`src/hdl/isl_pkg.sv`:
```
// Shared types and constants for the indexed shift list.
`timescale 1ns / 1ps

package isl_pkg;

  localparam int CMD_W  = 3;
  localparam int VAL_W  = 32;
  localparam int POS_W  = 5;
  localparam int CNT_W  = 5;
  localparam int CAP_W  = 5;
  localparam int STAT_W = 2;

  localparam logic [CAP_W-1:0] CAP_RESET = 5'd16;

  typedef enum logic [CMD_W-1:0] {
    CMD_APPEND       = 3'd0,
    CMD_PREPEND      = 3'd1,
    CMD_INSERT_AT    = 3'd2,
    CMD_REMOVE_AT    = 3'd3,
    CMD_REMOVE_FRONT = 3'd4,
    CMD_CONTAINS     = 3'd5,
    CMD_CLEAR        = 3'd6
  } cmd_t;

  typedef enum logic [STAT_W-1:0] {
    ST_OK      = 2'd0,
    ST_FULL    = 2'd1,
    ST_BAD_POS = 2'd2,
    ST_EMPTY   = 2'd3
  } status_t;

  // Broadcast to every cell in the row.
  typedef struct packed {
    logic ins;
    logic rem;
    logic srch;
  } cell_ctl_t;

endpackage

```
`src/hdl/isl_cell.sv`:
```
// One storage cell of the list row: holds an entry and its search match.
`timescale 1ns / 1ps

module isl_cell #(
  parameter int IDX = 0,
  parameter int MW  = 5
) (
  input  logic                              clk,
  input  logic                              rst_n,
  input  isl_pkg::cell_ctl_t                ctl,
  input  logic [MW-1:0]                     gap_pos,
  input  logic [MW-1:0]                     occ,
  input  logic signed [isl_pkg::VAL_W-1:0]  value,
  input  logic signed [isl_pkg::VAL_W-1:0]  left_entry,
  input  logic signed [isl_pkg::VAL_W-1:0]  right_entry,
  output logic signed [isl_pkg::VAL_W-1:0]  entry,
  output logic                              match
);

  localparam logic [MW-1:0] MY_IDX = MW'(IDX);

  logic signed [isl_pkg::VAL_W-1:0] entry_r, entry_nxt;
  logic                             match_r, match_nxt;

  always_comb begin
    entry_nxt = entry_r;
    if (ctl.ins) begin
      // Cells above the gap take their lower neighbour's entry.
      if (MY_IDX > gap_pos) begin
        entry_nxt = left_entry;
      end else if (MY_IDX == gap_pos) begin
        entry_nxt = value;
      end
    end else if (ctl.rem) begin
      if (MY_IDX >= gap_pos) begin
        entry_nxt = right_entry;
      end
    end
    match_nxt = ctl.srch && (MY_IDX < occ) && (entry_r == value);
  end

  always_ff @(posedge clk) begin
    entry_r <= entry_nxt;
  end

  always_ff @(posedge clk) begin
    if (!rst_n) begin
      match_r <= 1'b0;
    end else begin
      match_r <= match_nxt;
    end
  end

  assign entry = entry_r;
  assign match = match_r;

endmodule

```
`src/hdl/indexed_shift_list.sv`:
```
// Top level of the indexed shift list: command decode, occupancy and the cell row.
//
//   Channel   Ports                                   Handshake
//   command   in_command, in_value, in_position       start / busy
//   result    out_found, out_is_empty,                out_valid strobe
//             out_entry_count, out_status
//   config    cfg_wdata                               cfg_we
//
// One command is accepted per cycle while busy is low; its result appears in the cycle
// after acceptance. The cell row updates every entry in parallel at the accepting edge,
// and found is the OR-reduction of the registered per-cell match bits.
// Reset is synchronous; busy stays high while rst_n is low and the list is empty after it.
// The receiver cannot stall: each result is valid for exactly one cycle.
`timescale 1ns / 1ps

module indexed_shift_list #(
  parameter int MAX_ENTRIES = 16
) (
  input  logic                              clk,
  input  logic                              rst_n,
  input  logic                              start,
  output logic                              busy,
  input  logic [isl_pkg::CMD_W-1:0]         in_command,
  input  logic signed [isl_pkg::VAL_W-1:0]  in_value,
  input  logic [isl_pkg::POS_W-1:0]         in_position,
  output logic                              out_valid,
  output logic                              out_found,
  output logic                              out_is_empty,
  output logic [isl_pkg::CNT_W-1:0]         out_entry_count,
  output logic [isl_pkg::STAT_W-1:0]        out_status,
  input  logic                              cfg_we,
  input  logic [isl_pkg::CAP_W-1:0]         cfg_wdata
);

  localparam int CW = $clog2(MAX_ENTRIES + 1);
  localparam int MW = (CW > isl_pkg::POS_W) ? CW : isl_pkg::POS_W;
  localparam logic [MW-1:0] MAX_X = MW'(MAX_ENTRIES);

  logic [CW-1:0]              occ_r, occ_nxt;
  logic [isl_pkg::CAP_W-1:0]  cap_r;
  logic                       busy_r;
  logic                       out_valid_r;
  isl_pkg::status_t           stat_r, stat_nxt;

  logic                       accept;
  logic                       full;
  logic [MW-1:0]              occ_x, cap_x, pos_x, gap_pos;
  logic                       do_ins, do_rem, do_srch;
  isl_pkg::cell_ctl_t         ctl;
  isl_pkg::cmd_t              cmd;

  logic signed [isl_pkg::VAL_W-1:0] cell_entry [MAX_ENTRIES];
  logic [MAX_ENTRIES-1:0]           cell_match;

  assign accept = start && !busy_r;
  assign cmd    = isl_pkg::cmd_t'(in_command);
  assign occ_x  = MW'(occ_r);
  assign cap_x  = MW'(cap_r);
  assign pos_x  = MW'(in_position);
  assign full   = (occ_x >= cap_x) || (occ_x >= MAX_X);

  always_comb begin
    do_ins   = 1'b0;
    do_rem   = 1'b0;
    do_srch  = 1'b0;
    gap_pos  = pos_x;
    occ_nxt  = occ_r;
    stat_nxt = isl_pkg::ST_OK;
    case (cmd)
      isl_pkg::CMD_APPEND: begin
        if (full) begin
          stat_nxt = isl_pkg::ST_FULL;
        end else begin
          do_ins  = 1'b1;
          gap_pos = occ_x;
          occ_nxt = occ_r + CW'(1);
        end
      end
      isl_pkg::CMD_PREPEND: begin
        if (full) begin
          stat_nxt = isl_pkg::ST_FULL;
        end else begin
          do_ins  = 1'b1;
          gap_pos = '0;
          occ_nxt = occ_r + CW'(1);
        end
      end
      isl_pkg::CMD_INSERT_AT: begin
        if (full) begin
          stat_nxt = isl_pkg::ST_FULL;
        end else if (pos_x > occ_x) begin
          stat_nxt = isl_pkg::ST_BAD_POS;
        end else begin
          do_ins  = 1'b1;
          occ_nxt = occ_r + CW'(1);
        end
      end
      isl_pkg::CMD_REMOVE_AT: begin
        if (occ_r == '0) begin
          stat_nxt = isl_pkg::ST_EMPTY;
        end else if (pos_x >= occ_x) begin
          stat_nxt = isl_pkg::ST_BAD_POS;
        end else begin
          do_rem  = 1'b1;
          occ_nxt = occ_r - CW'(1);
        end
      end
      isl_pkg::CMD_REMOVE_FRONT: begin
        if (occ_r == '0) begin
          stat_nxt = isl_pkg::ST_EMPTY;
        end else begin
          do_rem  = 1'b1;
          gap_pos = '0;
          occ_nxt = occ_r - CW'(1);
        end
      end
      isl_pkg::CMD_CONTAINS: begin
        do_srch = 1'b1;
      end
      isl_pkg::CMD_CLEAR: begin
        occ_nxt = '0;
      end
      default: begin
      end
    endcase
  end

  assign ctl.ins  = accept && do_ins;
  assign ctl.rem  = accept && do_rem;
  assign ctl.srch = accept && do_srch;

  always_ff @(posedge clk) begin
    if (!rst_n) begin
      occ_r       <= '0;
      cap_r       <= isl_pkg::CAP_RESET;
      busy_r      <= 1'b1;
      out_valid_r <= 1'b0;
      stat_r      <= isl_pkg::ST_OK;
    end else begin
      busy_r      <= 1'b0;
      out_valid_r <= accept;
      if (cfg_we) begin
        cap_r <= cfg_wdata;
      end
      if (accept) begin
        occ_r  <= occ_nxt;
        stat_r <= stat_nxt;
      end
    end
  end

  genvar gi;
  generate
    for (gi = 0; gi < MAX_ENTRIES; gi++) begin : g_cell
      logic signed [isl_pkg::VAL_W-1:0] left_e, right_e;
      if (gi == 0) begin : g_first
        assign left_e = in_value;
      end else begin : g_mid_l
        assign left_e = cell_entry[gi-1];
      end
      if (gi == MAX_ENTRIES - 1) begin : g_last
        assign right_e = cell_entry[gi];
      end else begin : g_mid_r
        assign right_e = cell_entry[gi+1];
      end
      isl_cell #(
        .IDX (gi),
        .MW  (MW)
      ) u_cell (
        .clk         (clk),
        .rst_n       (rst_n),
        .ctl         (ctl),
        .gap_pos     (gap_pos),
        .occ         (occ_x),
        .value       (in_value),
        .left_entry  (left_e),
        .right_entry (right_e),
        .entry       (cell_entry[gi]),
        .match       (cell_match[gi])
      );
    end
  endgenerate

  assign busy            = busy_r;
  assign out_valid       = out_valid_r;
  assign out_found       = |cell_match;
  assign out_is_empty    = (occ_r == '0);
  assign out_entry_count = isl_pkg::CNT_W'(occ_r);
  assign out_status      = stat_r;

endmodule

```
`config.mk`:
```
export PLATFORM = sky130hd
export DESIGN_NAME = indexed_shift_list
export DESIGN_NICKNAME = d
export VERILOG_FILES = /design/src/hdl/isl_pkg.sv /design/src/hdl/isl_cell.sv /design/src/hdl/indexed_shift_list.sv
export SDC_FILE = /design/constraint.sdc
export NUM_CORES = 2
export LEC_CHECK = 0
export BUFFER_PORTS_ARGS = -buffer_cell sky130_fd_sc_hd__buf_2
export CAP_MARGIN = 20
export CORE_AREA = 2 2 333 335
export CTS_CLUSTER_SIZE = 20
export DETAILED_ROUTE_END_ITERATION = 10
export DIE_AREA = 0 0 335 337
export SLEW_MARGIN = 25
export SYNTH_ARGS = -nofsm -noshare
export SYNTH_HDL_FRONTEND = slang
export SYNTH_HIERARCHICAL = 1
export SYNTH_SLANG_ARGS = --single-unit
export TNS_END_PERCENT = 20
```
`constraint.sdc`:
```
create_clock -name clk -period 14.96 [get_ports clk]
set_input_delay 2.992 -clock clk [delete_from_list [all_inputs] [get_ports clk]]
set_output_delay 2.992 -clock clk [all_outputs]
set_load 0.1 [all_outputs]
```
==> flow_summary.json <==
{
  "avgRoutedWirePerCell_um": 21.8,
  "cts_buffers": 57,
  "grtUsageTotal_pct": 17.4,
  "drt_first_iter_violations": 2442,
  "vias_per_cell": 5.16,
  "place_hpwl_um": 72000,
  "crit_family": "buffers and inverters",
  "fin_util_pct": 34.2,
  "count_of_filler_cells_inserted_in_the_layout": 11096,
  "worstReg2RegStart": "out_entry_count[3]",
  "power_density_mw_per_mm2": 101,
  "detailedRoute.firstPassIterationCount": 6,
  "place_ws_ns": 7.18,
  "worstSetupStartpointType": "input port",
  "ir_drop_mv": 0.0750,
  "layout_min_cycle_time_ns": 7.17,
  "yosysUniqueCellTypes": 79,
  "synthesis.instances": 3123,
  "startpoint": "in_position[2]",
  "critPathMaxStageDelay_ns": 0.87,
  "cts_hold_buf": 0,
  "slew_viol_final": 0,
  "fp-row-count": 122,
  "status": "complete, no violations",
  "hold_class": "register to register",
  "route.final.wire_length_um": 101000,
  "clk_pin_slew_worst_paths_ns": 0.06,
  "finish.net_count": 3217,
  "layout_worst_path_cycle_share_pct": 47.9,
  "syn_area_per_cell_um2": 10.8,
  "async_reset_ff_share_pct": 0,
  "p_leak_nw": 13.5,
  "crit_type": "input port to register",
  "top_reg_cell_synth": "sky130_fd_sc_hd__edfxtp_1",
  "clock_insertion_delay_worst_skew_ns": 0.64,
  "dr_total_vias": 23915,
  "floorplan.io_pins": 60,
  "critical_path.cell_chain": "buf_2 -> ha_1 -> and4b_1 -> o21ai_0 -> o211a_1 -> o21bai_1 -> a211oi_4 -> buf_12 -> buf_4 -> buf_4 -> a21oi_1",
  "design.core.area_mm2": 0.110,
  "grt_first_pass_wirelength_um": 151000,
  "ys_seq_area_share_pct": 47.4,
  "worstPathBufferInverterCount": 4,
  "fraction_of_layout_cells_with_a_size_suffix_above_1_pct": 10.0,
  "ys_warn_count": 6,
  "worst-endpoint-required_ns": 15.29,
  "number_of_antenna_violations_at_the_first_check_in_global_routing": 10,
  "post-cts-setup-buffers": 0,
  "cts-htree-levels": 2,
  "cts.root.buffer_cell": "sky130_fd_sc_hd__clkbuf_16",
  "finalWeightedCongestion": 0.882,
  "synth_net_count": 3186,
  "critPathMostFrequentCell": "sky130_fd_sc_hd__buf_4",
  "synth-seq-cells": 542,
  "die-area_mm2": 0.113,
  "die_x_um": 335,
  "setup-violations-final": 0,
  "first_global_vias": 22943,
  "syn_area_mm2": 0.0337,
  "globalRouteOverflowTotal": 0,
  "drc": 0,
  "achievable-frequency_ghz": 0.139,
  "crit_fanout": 215,
  "tns_ns": 0,
  "ant_nets": 0,
  "cts.path.max_buffers": 3,
  "endpoint_kind": "register",
  "die_h_um": 337,
  "number_of_enable_flip_flop_cells_after_synthesis": 512,
  "cts_repair_resize_count": 0,
  "max-slew-margin-rel_pct": 35.0,
  "grt_max_degree": 216,
  "synth_to_layout_area_growth_pct": 11.1,
  "data_arrival_time_of_the_worst_path_ns": 7.50,
  "timing.critical_path.slowest_stage_cell": "sky130_fd_sc_hd__buf_4",
  "grt_setup_unrepaired": "no",
  "worst_clock_skew_ns": 0.0262,
  "hold_viol": 0,
  "final_critical_path_setup_slack_ns": 7.79,
  "place.port_buffers": 59,
  "starting_density_of_the_core_pct": 30.8,
  "regToRegSetupSlack_ns": 9.04,
  "cap_viol_max_count": 0,
  "cts_tree": "yes",
  "timing.hold.worst.start": "out_status[1]",
  "tightestPinTransition_ns": 0.975,
  "clkSinkCount": 542
}
-- report_power, final --
part,switching (mW),internal (mW),total [mW],leakage [nW]
Clock,0.641,0.821,1.46,0.923
Combinational,0.394,0.215,0.609,7.75
Sequential,0.0269,1.69,1.72,4.86
Total,1.06,2.73,3.79,13.5
-- per-stage QoR --
step                      instances  total power [mW]  instance area [um2]  hold slack (ns)
final                          4631              3.79                37500            0.459
after global routing           4630              3.92                37500            0.490
after CTS                      4626              3.81                37400            0.463
after detailed placement       4519              2.35                35600            0.456
after global placement         4515              2.34                35400            0.446
after floorplan                3123              2.18                33700            0.460
-- synthesized netlist by cell type, types with 30 or more instances --
cell                       number  share of area (%)
sky130_fd_sc_hd__a21oi_1      459                6.8
sky130_fd_sc_hd__xor2_1       374                9.7
sky130_fd_sc_hd__nand2_1       81               0.90
sky130_fd_sc_hd__xnor2_1      139                3.6
sky130_fd_sc_hd__a31oi_1       35               0.65
sky130_fd_sc_hd__dfxtp_1       30                1.8
sky130_fd_sc_hd__edfxtp_1     512                 46
sky130_fd_sc_hd__mux2i_1      452                 13
sky130_fd_sc_hd__nand4_1       51               0.95
sky130_fd_sc_hd__clkbuf_1      92                1.0
sky130_fd_sc_hd__nor2_1       508                5.7
sky130_fd_sc_hd__nor4_1        90                1.7
sky130_fd_sc_hd__mux2_2        32                1.1
-- sequential cells by signal, summed over array words and instances, names as in the netlist --
signal	count
g_cell.u_cell/entry	512
busy	1
cap_r	5
out_valid	1
out_status	2
g_cell.u_cell/match	16
out_entry_count	5
-- cell type report --
class	count	area, um2	area share (%)
inverter	14	52.6	0.140
tap	1426	1780	4.76
clock buffer	74	1560	4.17
antenna	3	7.51	0.0200
clock inverter	33	302	0.804
timing repair buffer	137	1000	2.67
sequential	542	16000	42.6
multi-input combinational	2402	16800	44.8
-- final timing paths --
path	to	cells past startpoint
setup / recovery	g_cell[15].u_cell/entry[13]	11
hold / removal	out_status[1]	2
setup reg to reg	g_cell[15].u_cell/entry[13]	12
hold reg to reg	out_status[1]	2
-- layer usage --
layer	vias up	share of wire (%)	track usage, %
met5	-	0	0
met4	0	4.2	6.93
met3	189	5.2	1.77
met2	832	44	26.5
met1	11368	47	25.2
li1	11526	-	-
-- worst min-delay path, stage by stage (launching register included) --
cell and delay [ns]:
sky130_fd_sc_hd__dfxtp_1 0.30, sky130_fd_sc_hd__nand3_1 0.06, sky130_fd_sc_hd__o21ai_1 0.05
-- cell families after synthesis --
logic type               after synthesis  share of synthesized area (%)
multiplexers                         484                           14.5
AO/OA/AOI/OAI                        572                           9.63
adder cells (fa/ha/maj)               14                          0.541
XOR/XNOR                             513                           13.3
flip-flops                           542                           47.4
buffers and inverters                179                           3.43
AND/OR/NAND/NOR                      819                           11.3
-- cells in the final DEF, fill, tap and decap left out, types with 6 or more instances in the layout --
cell type,instances
sky130_fd_sc_hd__a21o_1,7
sky130_fd_sc_hd__a21oi_1,458
sky130_fd_sc_hd__a31oi_1,34
sky130_fd_sc_hd__buf_2,59
sky130_fd_sc_hd__buf_4,69
sky130_fd_sc_hd__clkbuf_1,11
sky130_fd_sc_hd__clkbuf_16,58
sky130_fd_sc_hd__clkinv_1,7
sky130_fd_sc_hd__clkinv_2,17
sky130_fd_sc_hd__dfxtp_1,30
sky130_fd_sc_hd__edfxtp_1,512
sky130_fd_sc_hd__ha_1,13
sky130_fd_sc_hd__inv_1,14
sky130_fd_sc_hd__mux2_2,32
sky130_fd_sc_hd__mux2i_1,452
sky130_fd_sc_hd__nand2_1,81
sky130_fd_sc_hd__nand3_1,24
sky130_fd_sc_hd__nand4_1,51
sky130_fd_sc_hd__nor2_1,506
sky130_fd_sc_hd__nor3_1,13
sky130_fd_sc_hd__nor3_2,7
sky130_fd_sc_hd__nor4_1,86
sky130_fd_sc_hd__nor4_2,20
sky130_fd_sc_hd__o21ai_0,10
sky130_fd_sc_hd__or4_1,6
sky130_fd_sc_hd__xnor2_1,139
sky130_fd_sc_hd__xor2_1,374
(Power assumes the default switching activity.)
